<file path="src/rtl/core/drmlq_pkg.sv">
// ----------------------------------------------------------------------------
// drmlq_pkg
// shared types and constants of the disk request queue
// ----------------------------------------------------------------------------
package drmlq_pkg;

	localparam int DEFAULT_QUEUE_DEPTH = 64;
	localparam int LOC_W      = 16;
	localparam int PROC_W     = 8;
	localparam int ENTRY_W    = LOC_W + PROC_W;
	localparam int QCOUNT_W   = 7;
	localparam int IN_DATA_W  = 24;
	localparam int OUT_DATA_W = 32;

	typedef enum logic {
		OP_INSERT = 1'b0,
		OP_SERVE  = 1'b1
	} op_t;

	typedef enum logic [1:0] {
		ST_INSERTED = 2'd0,
		ST_FULL     = 2'd1,
		ST_SERVED   = 2'd2,
		ST_EMPTY    = 2'd3
	} status_t;

	// controller to datapath
	typedef struct packed {
		logic load_in;
		logic insert;
		logic reject;
		logic empty;
		logic scan_clr;
		logic scan_rd;
		logic move;
		logic out_load;
	} cmd_t;

	// datapath to controller
	typedef struct packed {
		logic op_serve;
		logic full;
		logic empty;
		logic rd_last;
		logic out_free;
	} sts_t;

endpackage

</file>
<file path="src/rtl/core/drmlq_datapath.sv">
// ----------------------------------------------------------------------------
// drmlq_datapath
// request table memory, scan compare, count and result registers
// ----------------------------------------------------------------------------
module drmlq_datapath #(
	parameter int QUEUE_DEPTH = drmlq_pkg::DEFAULT_QUEUE_DEPTH
) (
	input  logic                             clk,
	input  logic                             arst_n,
	input  drmlq_pkg::cmd_t                  cmd,
	output drmlq_pkg::sts_t                  sts,
	input  logic                             in_op,
	input  logic [drmlq_pkg::IN_DATA_W-1:0]  in_data,
	input  logic                             cfg_we,
	input  logic                             cfg_bit,
	output logic                             out_valid,
	input  logic                             out_ready,
	output logic [drmlq_pkg::OUT_DATA_W-1:0] out_data,
	output logic [1:0]                       out_status
);
	import drmlq_pkg::*;

	localparam int ADDR_W = $clog2(QUEUE_DEPTH);
	localparam int CNT_W  = $clog2(QUEUE_DEPTH + 1);

	logic [ENTRY_W-1:0]  mem_q [QUEUE_DEPTH];
	logic [ENTRY_W-1:0]  rd_data_s1;
	logic [ADDR_W-1:0]   rd_idx_s1;
	logic                rd_vld_s1;
	logic [ADDR_W-1:0]   rd_ptr_q;

	logic                op_q;
	logic [ENTRY_W-1:0]  req_q;
	logic                serve_largest_q;
	logic [CNT_W-1:0]    count_q;
	logic [CNT_W-1:0]    cnt_dec;
	logic [ADDR_W-1:0]   last_idx;
	logic [CNT_W+QCOUNT_W-1:0] cnt_ext;

	logic [ENTRY_W-1:0]  best_q;
	logic [ADDR_W-1:0]   best_idx_q;
	logic [ENTRY_W-1:0]  last_q;
	logic                better;

	status_t             res_status_q;
	logic [ENTRY_W-1:0]  res_entry_q;

	logic                m_valid_q;
	status_t             m_status_q;
	logic [ENTRY_W-1:0]  m_entry_q;
	logic [QCOUNT_W-1:0] m_qcnt_q;

	logic                wr_en;
	logic [ADDR_W-1:0]   wr_addr;
	logic [ENTRY_W-1:0]  wr_data;

	assign cnt_dec  = count_q - CNT_W'(1);
	assign last_idx = cnt_dec[ADDR_W-1:0];
	assign cnt_ext  = {{QCOUNT_W{1'b0}}, count_q};

	assign wr_en   = cmd.insert | cmd.move;
	assign wr_addr = cmd.move ? best_idx_q : count_q[ADDR_W-1:0];
	assign wr_data = cmd.move ? last_q : req_q;

	// entry layout: proc above loc
	always_comb begin
		if (serve_largest_q) begin
			better = rd_data_s1[LOC_W-1:0] > best_q[LOC_W-1:0];
		end else begin
			better = rd_data_s1[LOC_W-1:0] < best_q[LOC_W-1:0];
		end
	end

	always_ff @(posedge clk) begin
		if (wr_en) begin
			mem_q[wr_addr] <= wr_data;
		end
		rd_data_s1 <= mem_q[rd_ptr_q];
		rd_idx_s1  <= rd_ptr_q;
	end

	// payload registers
	always_ff @(posedge clk) begin
		if (cmd.load_in) begin
			req_q <= in_data[ENTRY_W-1:0];
		end
		if (rd_vld_s1) begin
			if (rd_idx_s1 == '0 || better) begin
				best_q     <= rd_data_s1;
				best_idx_q <= rd_idx_s1;
			end
			if (rd_idx_s1 == last_idx) begin
				last_q <= rd_data_s1;
			end
		end
		if (cmd.insert) begin
			res_status_q <= ST_INSERTED;
			res_entry_q  <= '0;
		end else if (cmd.reject) begin
			res_status_q <= ST_FULL;
			res_entry_q  <= '0;
		end else if (cmd.empty) begin
			res_status_q <= ST_EMPTY;
			res_entry_q  <= '0;
		end else if (cmd.move) begin
			res_status_q <= ST_SERVED;
			res_entry_q  <= best_q;
		end
		if (cmd.out_load) begin
			m_status_q <= res_status_q;
			m_entry_q  <= res_entry_q;
			m_qcnt_q   <= cnt_ext[QCOUNT_W-1:0];
		end
	end

	always_ff @(posedge clk or negedge arst_n) begin
		if (!arst_n) begin
			op_q            <= 1'b0;
			serve_largest_q <= 1'b0;
			count_q         <= '0;
			rd_ptr_q        <= '0;
			rd_vld_s1       <= 1'b0;
			m_valid_q       <= 1'b0;
		end else begin
			if (cmd.load_in) begin
				op_q <= in_op;
			end
			if (cfg_we) begin
				serve_largest_q <= cfg_bit;
			end
			if (cmd.insert) begin
				count_q <= count_q + CNT_W'(1);
			end else if (cmd.move) begin
				count_q <= cnt_dec;
			end
			if (cmd.scan_clr) begin
				rd_ptr_q <= '0;
			end else if (cmd.scan_rd) begin
				rd_ptr_q <= rd_ptr_q + ADDR_W'(1);
			end
			rd_vld_s1 <= cmd.scan_rd;
			if (cmd.out_load) begin
				m_valid_q <= 1'b1;
			end else if (out_ready) begin
				m_valid_q <= 1'b0;
			end
		end
	end

	assign sts.op_serve = (op_q == OP_SERVE);
	assign sts.full     = (count_q == CNT_W'(QUEUE_DEPTH));
	assign sts.empty    = (count_q == '0);
	assign sts.rd_last  = (rd_ptr_q == last_idx);
	assign sts.out_free = !m_valid_q || out_ready;

	assign out_valid  = m_valid_q;
	assign out_status = m_status_q;
	assign out_data   = {1'b0, m_qcnt_q, m_entry_q};

endmodule

</file>
<file path="src/rtl/core/drmlq_ctrl.sv">
// ----------------------------------------------------------------------------
// drmlq_ctrl
// sequencer for insert, scan, move and result hand-off
// ----------------------------------------------------------------------------
module drmlq_ctrl (
	input  logic            clk,
	input  logic            arst_n,
	input  logic            in_valid,
	output logic            in_ready,
	input  drmlq_pkg::sts_t sts,
	output drmlq_pkg::cmd_t cmd
);
	import drmlq_pkg::*;

	typedef enum logic [2:0] {
		S_IDLE,
		S_DECODE,
		S_SCAN,
		S_DRAIN,
		S_MOVE,
		S_RESULT
	} state_t;

	state_t state_q;
	state_t state_nxt;

	always_comb begin
		cmd       = '0;
		state_nxt = state_q;
		in_ready  = 1'b0;
		case (state_q)
			S_IDLE: begin
				in_ready    = 1'b1;
				cmd.load_in = in_valid;
				if (in_valid) begin
					state_nxt = S_DECODE;
				end
			end
			S_DECODE: begin
				if (!sts.op_serve) begin
					cmd.reject = sts.full;
					cmd.insert = !sts.full;
					state_nxt  = S_RESULT;
				end else if (sts.empty) begin
					cmd.empty = 1'b1;
					state_nxt = S_RESULT;
				end else begin
					cmd.scan_clr = 1'b1;
					state_nxt    = S_SCAN;
				end
			end
			S_SCAN: begin
				cmd.scan_rd = 1'b1;
				if (sts.rd_last) begin
					state_nxt = S_DRAIN;
				end
			end
			// last read word is compared here
			S_DRAIN: begin
				state_nxt = S_MOVE;
			end
			S_MOVE: begin
				cmd.move  = 1'b1;
				state_nxt = S_RESULT;
			end
			S_RESULT: begin
				if (sts.out_free) begin
					cmd.out_load = 1'b1;
					state_nxt    = S_IDLE;
				end
			end
			default: begin
				state_nxt = S_IDLE;
			end
		endcase
	end

	always_ff @(posedge clk or negedge arst_n) begin
		if (!arst_n) begin
			state_q <= S_IDLE;
		end else begin
			state_q <= state_nxt;
		end
	end

endmodule

</file>
<file path="src/rtl/core/disk_request_min_location_queue.sv">
// ----------------------------------------------------------------------------
// disk_request_min_location_queue
// disk request table that serves the nearest-edge location first
// ----------------------------------------------------------------------------
// Holds up to QUEUE_DEPTH waiting disk requests (16-bit location, 8-bit
// process) in a single-port-read, single-port-write memory. Every input beat
// yields exactly one output beat. An insert (tuser 0) appends the request at
// the table end, or is rejected with status full. A serve (tuser 1) scans all
// n waiting entries, one memory read per cycle, and returns the one with the
// smallest location (largest when the serve_largest bit is set), ties to the
// lowest position; the last entry then moves into the freed slot. An insert,
// a rejected insert and a serve from an empty table go from decode to the
// result state; a serve goes on through scan, drain and move. Items are
// processed one at a time; the next beat is taken while the previous result
// still waits in the output register. The user must write the configuration
// bit only while the block is idle; the block itself does not enforce this.
// The table needs no clearing after reset: only occupied entries are read.
// ----------------------------------------------------------------------------
module disk_request_min_location_queue #(
	parameter int QUEUE_DEPTH = drmlq_pkg::DEFAULT_QUEUE_DEPTH
) (
	input  logic                             clk,
	input  logic                             arst_n,
	// request side
	input  logic                             s_axis_tvalid,
	output logic                             s_axis_tready,
	input  logic [drmlq_pkg::IN_DATA_W-1:0]  s_axis_tdata,  // request_loc, request_proc
	input  logic                             s_axis_tuser,  // operation
	// result side
	output logic                             m_axis_tvalid,
	input  logic                             m_axis_tready,
	// served_loc, served_proc, queue_count, one zero pad bit
	output logic [drmlq_pkg::OUT_DATA_W-1:0] m_axis_tdata,
	output logic [1:0]                       m_axis_tuser,  // status
	// serve_largest register
	input  logic                             cfg_valid,
	output logic                             cfg_ready,
	input  logic                             cfg_data
);
	import drmlq_pkg::*;

	cmd_t cmd;
	sts_t sts;

	// the register is a plain flop, always writable
	assign cfg_ready = 1'b1;

	drmlq_ctrl u_ctrl (
		.clk      (clk),
		.arst_n   (arst_n),
		.in_valid (s_axis_tvalid),
		.in_ready (s_axis_tready),
		.sts      (sts),
		.cmd      (cmd)
	);

	// memory, scan compare, count and output beat register
	drmlq_datapath #(
		.QUEUE_DEPTH (QUEUE_DEPTH)
	) u_datapath (
		.clk        (clk),
		.arst_n     (arst_n),
		.cmd        (cmd),
		.sts        (sts),
		.in_op      (s_axis_tuser),
		.in_data    (s_axis_tdata),
		.cfg_we     (cfg_valid),
		.cfg_bit    (cfg_data),
		.out_valid  (m_axis_tvalid),
		.out_ready  (m_axis_tready),
		.out_data   (m_axis_tdata),
		.out_status (m_axis_tuser)
	);

endmodule

</file>
<file path="config.mk">
export PLATFORM = sky130hd
export DESIGN_NAME = disk_request_min_location_queue
export DESIGN_NICKNAME = d
export VERILOG_FILES = /design/src/rtl/core/drmlq_pkg.sv /design/src/rtl/core/drmlq_datapath.sv /design/src/rtl/core/drmlq_ctrl.sv /design/src/rtl/core/disk_request_min_location_queue.sv
export SDC_FILE = /design/constraint.sdc
export NUM_CORES = 2
export LEC_CHECK = 0
export BUFFER_PORTS_ARGS = -buffer_cell sky130_fd_sc_hd__buf_2
export CORE_ASPECT_RATIO = 0.8
export CORE_MARGIN = 2
export CORE_UTILIZATION = 45
export DETAILED_ROUTE_END_ITERATION = 7
export HOLD_SLACK_MARGIN = 0.15
export MAX_ROUTING_LAYER = met4
export PLACE_DENSITY = 0.69
export SLEW_MARGIN = 20
export SYNTH_ARGS = -nofsm -noshare
export SYNTH_HDL_FRONTEND = slang
export SYNTH_SLANG_ARGS = --single-unit
</file>
<file path="constraint.sdc">
create_clock -name clk -period 5.9 [get_ports clk]
set_input_delay 0.885 -clock clk [delete_from_list [all_inputs] [get_ports clk]]
set_output_delay 0.885 -clock clk [all_outputs]
set_load 0.01 [all_outputs]
</file>
**Word-level counts from Yosys, hierarchy flattened**

Memory sizes are Yosys's and may differ from the RTL's. A register that Yosys moved wholly into a read port is not among the register bits.
Cells that the tools add are included.

- Register bits after elaboration: 163
- Memory bits (read-only): 0
- Memory bits (writable): 1,536
- Input port bits: 31
- Word-level logic and storage cells: 84
- Latch bits: 0
- Memories kept: 1

Memories:

| name | depth | width | rd ports | clocked after Yosys merged registers in | wr ports | line | source |
|---|---|---|---|---|---|---|---|
| u_datapath.mem_q | 64 | 24 | 1 | 1 | 1 | drmlq_datapath.sv:26 | `logic [ENTRY_W-1:0] mem_q [QUEUE_DEPTH];` |

- Div/mod/pow operators: 0
- Multipliers: 0
- Reduce and logical (&&, ||, !) cells: 17
- Eq/ne operators: 11
- Shift operators: 0
- Add/sub/neg operators: 3
- Multiplexer cells: 31
- Order comparisons: 2
- Bitwise operators: 1

Operators by type and width:

| operator | count |
|---|---|
| $mux 24 | 1 |
| $mux 6 | 3 |
| $pmux 3 s6 | 1 |
| $gt 16x16->1 | 1 |
| $lt 16x16->1 | 1 |
| $mux 3 | 5 |
| $mux 1 | 14 |
| $mux 7 | 2 |
| $eq 6x6->1 | 2 |
| $mux 2 | 4 |
| $reduce_bool 2->1 | 4 |
| $add 7x1->7 const B | 1 |
| $eq 7x7->1 const B | 1 |
| $logic_not 7->1 | 1 |
| $sub 7x1->7 const B | 1 |
| $add 6x1->6 const B | 1 |
| $eq 3x2->1 const B | 2 |
| $eq 3x3->1 const B | 2 |
| $logic_not 6->1 | 1 |
| $ne 2x2->1 const B | 3 |
| $mux 4 | 1 |
| $reduce_and 2->1 | 2 |
| $eq 3x1->1 const B | 1 |
| $logic_not 3->1 | 1 |
| 7 further kinds | 9 |

**Longest topological paths before layout**

- Depth after elaboration: 7
- Gate-level depth with buffers: 10

**Hierarchy**

A second synthesis with hierarchy kept.

- Cells, all modules: 3,164
- Area total of the unflattened synthesis: 65,828.1 um^2

By module, submodules not included:

| module | instances | area an instance (um^2) | cells an instance | seq. area each (um^2) |
|---|---|---|---|---|
| drmlq_datapath | 1 | 65,561.6 | 3,130 | 51,003.9 |
| drmlq_ctrl | 1 | 255.2 | 32 | 75.1 |
| disk_request_min_location_queue | 1 | 11.3 | 2 | 0.0 |

**Least setup slack after synthesis**

Ideal clock, no wire load.

- Path kind: reg-to-reg
- Start point: register u_datapath.count_q[0]
- End point: register u_datapath.last_q[0] (enable)
- Stages on the path, launching flop included: 7
- Buffers on the path: 0
- Data required time: 5.434 ns
- Slack: 1.684 ns
- Arrival time: 3.750 ns
- Period minus slack after synthesis: 4.216 ns
- Setup time: 0.466 ns
- Cells stage by stage: dfrtp_1 -> inv_1 -> ha_1 -> nor3b_1 -> xnor2_1 -> xnor2_1 -> nor4_1

- Word-level cells in the longest chain between the ends: 3

Ends and longest elaborated chain:

| what | line | source |
|---|---|---|
| from (decl) | drmlq_datapath.sv:35 | `logic [CNT_W-1:0] count_q;` |
| from (signal assigned) | drmlq_datapath.sv:132 | `count_q <= count_q + CNT_W'(1);` |
| from (signal assigned) | drmlq_datapath.sv:134 | `count_q <= cnt_dec;` |
| $sub 7x1->7 | drmlq_datapath.sv:57 | `assign cnt_dec = count_q - CNT_W'(1);` |
| $eq 6x6->1 | drmlq_datapath.sv:92 | `if (rd_idx_s1 == last_idx) begin` |
| $reduce_and 2->1 (no source line) | -- |  |
| to (signal assigned) | drmlq_datapath.sv:93 | `last_q <= rd_data_s1;` |
| to (decl) | drmlq_datapath.sv:42 | `logic [ENTRY_W-1:0] last_q;` |

No other way between the ends.
A chain may end at the register's enable or synchronous reset.

**Final worst setup path**

- Start point: register u_ctrl.state_q[2]
- End point: memory u_datapath.mem_q[4][22] (netlist bit) (enable)

- Word-level cells in the longest chain between the ends: 5
- Elaborated cells on any way between the ends: 8
- Those cells by class: eq/ne: 2; mux: 5; bitwise: 1

Ends and longest elaborated chain:

| what | line | source |
|---|---|---|
| from (decl) | drmlq_ctrl.sv:24 | `state_t state_q;` |
| from (signal assigned) | drmlq_ctrl.sv:82 | `state_q <= state_nxt;` |
| $eq 3x1->1 / $eq 3x3->1 (equally long branches) | drmlq_ctrl.sv:31 | `case (state_q)` |
| $mux 4 / $mux 1 (equally long branches) | drmlq_ctrl.sv:31 |  |
| $or 1x1->1 | drmlq_datapath.sv:61 | `assign wr_en = cmd.insert \| cmd.move;` |
| $mux 1 | drmlq_datapath.sv:75 | `if (wr_en) begin` |
| $mux 1 (not written as such) | drmlq_datapath.sv:76 | `mem_q[wr_addr] <= wr_data;` |
| to (decl) | drmlq_datapath.sv:26 |  |

Several ways; a longest one is shown, not always the timed one.

==> impl_metrics.json <==
{
  "antenna_found_initial": 5,
  "postSynthRegisterBits": 1723,
  "grt_start_max_net_pins": 94,
  "dr_vias": 33084,
  "power.density_mw_per_mm2": 454,
  "num-nets-final": 3436,
  "htree_levels": 4,
  "num_io_pins": 68,
  "placed_cell_area_mm2": 0.0690,
  "instances_no_fill": 5422,
  "syn2layout_area_growth_pct": 12.6,
  "synth_cell_type_count": 67,
  "fin_crit_ns": 4.40,
  "clock_pin_slew_on_the_worst_setup_and_hold_paths_ns": 0.06,
  "final.setup_skew_ns": 0.0274,
  "initial_core_util_pct": 45.3,
  "drive_above_1_share_pct": 24.4,
  "die-height_um": 346,
  "yosysSeqAreaShare_pct": 77.5,
  "synth_async_sr_flop_share_pct": 1.16,
  "global_route.usage.met2_pct": 30.7,
  "yosysTopAreaCell": "sky130_fd_sc_hd__edfxtp_1",
  "crit_fanout": 59,
  "synth-edff-count": 1647,
  "end_kind": "flop",
  "cap_viol_max_count": 0,
  "clock_tree_from_tritoncts": "done",
  "grt_pass1_wl_mm": 237,
  "routed_wl_mm": 166,
  "synth.top_cells.by_area": "sky130_fd_sc_hd__edfxtp_1 75%, sky130_fd_sc_hd__mux4_2 10%, sky130_fd_sc_hd__mux2i_1 2.9%",
  "dominant_cell_by_count_in_the_synthesized_netlist": "sky130_fd_sc_hd__edfxtp_1",
  "yosysTopAreaCellShare_pct": 75.1,
  "ys_top_cells_by_count": "1647 x sky130_fd_sc_hd__edfxtp_1, 307 x sky130_fd_sc_hd__mux4_2, 193 x sky130_fd_sc_hd__mux2i_1",
  "netlist_area_mm2": 0.0659,
  "relSlewSlack_pct": 23.2,
  "ys_dominant_reg_cell": "sky130_fd_sc_hd__edfxtp_1",
  "timing.final.max_slew_violations": 0,
  "viasPerCell": 6.10,
  "drc": 0,
  "antenna_left": 0,
  "routedWlPerCell_um": 30.6,
  "critPathKind": "flop to flop",
  "postSynthAreaPerCell_um2": 20.5,
  "dp_hpwl_mm": 99.9,
  "required_ns": 6.35,
  "rsz_0062_raised_after_global_routing": "no",
  "core_area_mm2": 0.145,
  "stdcell_area_mm2": 0.0742,
  "hold_violations": 0,
  "hp-class": "input pin to flop",
  "global_route.overflow_total": 0,
  "use_met3_pct": 6.45,
  "worst-slew-pin-transition_ns": 1.15,
  "area.sequential_mm2": 0.0511,
  "cts.repair_timing.setup_buffer_count": 0,
  "netlist_instances": 3208,
  "cellLeakagePower_uw": 0.0231,
  "startpoint_type": "flop",
  "gr-max-usage-layer": "met1",
  "setup.reg_to_reg.worst_slack_ns": 1.50,
  "cts_buffers": 153,
  "cts-root-buf": "sky130_fd_sc_hd__clkbuf_16",
  "result_of_the_run": "complete, no violations",
  "placed_cell_count": 5135,
  "crit_arrival_ns": 4.85,
  "floorplan.die_area_mm2": 0.149,
  "final.setup.tns_ns": 0,
  "peakVddDrop_mv": 0.268,
  "detail_route.first_pass.iterations": 6,
  "drt-initial-drc-count": 5623,
  "portBuffers": 65,
  "timing.hold.ws_ns": 0.286,
  "number_of_global_route_vias_before_repair": 31822,
  "cts.sinks": 1723,
  "num_rows": 125,
  "gp_congestion": 0.905,
  "insertion_delay_ns": 0.78,
  "multi_input_area_mm2": 0.0140,
  "setup_viol": 0,
  "yosys_warnings": 0,
  "nFillCells": 11183,
  "clock_tree.buffer_depth": 3,
  "final_worst_path_cycle_share_pct": 74.6,
  "globalRouteTotalUtil_pct": 22.8,
  "fmax_ghz": 0.227,
  "chipWidth_um": 432,
  "grtUsageMet1_pct": 33.7,
  "synthesized_nets": 3258
}
final timing paths:
kind                                                   startpoint                                  to  cells past startpoint
max in group asynchronous                                  arst_n  u_datapath.rd_ptr_q[0]$_DFFE_PN0N_                      2
max reg2reg                         u_ctrl.state_q[2]$_DFFE_PN0P_   u_datapath.mem_q[4][22]$_DFFE_PP_                      6
min reg2reg                u_datapath.res_entry_q[7]$_SDFFE_PP0P_   u_datapath.m_entry_q[7]$_DFFE_PP_                      0
min                                              s_axis_tdata[23]      u_datapath.req_q[23]$_DFFE_PP_                      1
max                                 u_ctrl.state_q[2]$_DFFE_PN0P_   u_datapath.mem_q[4][22]$_DFFE_PP_                      6
min in group asynchronous                                  arst_n  u_datapath.rd_ptr_q[3]$_DFFE_PN0N_                      2
critical path, cell delays in order (launching register included):
cell and delay, ns:
sky130_fd_sc_hd__dfrtp_1 0.59, sky130_fd_sc_hd__nor3b_4 0.47, sky130_fd_sc_hd__buf_4 0.63, sky130_fd_sc_hd__mux2i_1 0.68, sky130_fd_sc_hd__nand2_1 0.60, sky130_fd_sc_hd__nor2_2 0.71, sky130_fd_sc_hd__buf_4 0.38
per-layer routing:
metal  vias to the layer above  share of wire (%)
li1                      13549                  -
met1                     17165                 41
met2                      2092                 43
met3                       278                 13
met4                         0                3.0
met5                         -                  0
timing repair:
action                                  CTS  global route
resized for setup                         0             0
endpoints found under the setup margin    0             0
hold buffers                              1             0
endpoints found under the hold margin    20             0
where the power goes:
part / internal (uW) / switching (uW) / total [uW]
sequential: 15500 / 561 / 16100
combinational: 2340 / 4900 / 7240
clock: 5940 / 4400 / 10300
registers in the layout, summed over array words and instances, names as in the netlist:
signal	count
u_datapath.last_q	24
u_ctrl.state_q	3
u_datapath.out_valid	1
u_datapath.out_status	2
u_datapath.res_status_q	2
u_datapath.m_qcnt_q	7
u_datapath.rd_ptr_q	6
u_datapath.rd_idx_s1	6
u_datapath.req_q	24
u_datapath.count_q	7
u_datapath.res_entry_q	24
u_datapath.rd_data_s1	24
u_datapath.m_entry_q	24
u_datapath.mem_q	1536
u_datapath.op_q	1
u_datapath.best_q	24
u_datapath.best_idx_q	6
u_datapath.rd_vld_s1	1
u_datapath.serve_largest_q	1
cells by family (layout without fill, tap and decap cells):
| kind of cell | count (synthesis) | count (layout) | share of synthesized area, % |
|---|---|---|---|
| xor+xnor | 24 | 24 | 0.319 |
| mux | 512 | 512 | 13.6 |
| fa+ha+maj | 19 | 19 | 0.361 |
| compound gates | 342 | 342 | 3.76 |
| other cells | 2 | 5 | 0.0114 |
| flops | 1723 | 1723 | 77.5 |
| buf+inv | 201 | 507 | 1.76 |
| simple gates | 385 | 385 | 2.61 |
metrics by stage:
stage	setup WS, ns	power, uW	utilization (%)
2_1_floorplan	1.68	20700	-
3_3_place_gp	1.58	23300	47.5
3_5_place_dp	1.48	23500	47.5
4_1_cts	1.49	33700	51.0
5_1_grt	1.30	34700	51.1
6_report	1.50	33700	51.1
final cells by class:
cell class              instances  area share [%]
clock buffers                 203            5.80
repair buffers                202            1.98
multi-input cells            1284            18.8
inverters                      22           0.111
clock inverters                80            1.21
diodes                          3          0.0101
well taps                    1905            3.21
flip-flops and latches       1723            68.9
layout by cell type, fill, tap and decap left out, types with 15 or more instances in the layout:
cell type	instances
sky130_fd_sc_hd__o22ai_1	60
sky130_fd_sc_hd__a211oi_1	69
sky130_fd_sc_hd__dfxtp_1	56
sky130_fd_sc_hd__edfxtp_1	1647
sky130_fd_sc_hd__clkinv_2	19
sky130_fd_sc_hd__clkinv_1	25
sky130_fd_sc_hd__buf_4	127
sky130_fd_sc_hd__a22oi_1	41
sky130_fd_sc_hd__nand2b_1	21
sky130_fd_sc_hd__nor2_2	63
sky130_fd_sc_hd__o221ai_1	26
sky130_fd_sc_hd__bufinv_16	18
sky130_fd_sc_hd__clkbuf_1	33
sky130_fd_sc_hd__nor2_1	46
sky130_fd_sc_hd__nand2_2	18
sky130_fd_sc_hd__a21oi_1	52
sky130_fd_sc_hd__nand3_1	25
sky130_fd_sc_hd__ha_1	19
sky130_fd_sc_hd__dfrtp_1	15
sky130_fd_sc_hd__mux2i_1	193
sky130_fd_sc_hd__xnor2_1	18
sky130_fd_sc_hd__a211o_1	15
sky130_fd_sc_hd__mux4_2	307
sky130_fd_sc_hd__inv_1	22
sky130_fd_sc_hd__clkbuf_16	163
sky130_fd_sc_hd__a22o_1	15
sky130_fd_sc_hd__buf_2	65
sky130_fd_sc_hd__nand2_1	143
No activity file was read; power rests on OpenSTA's default activity.
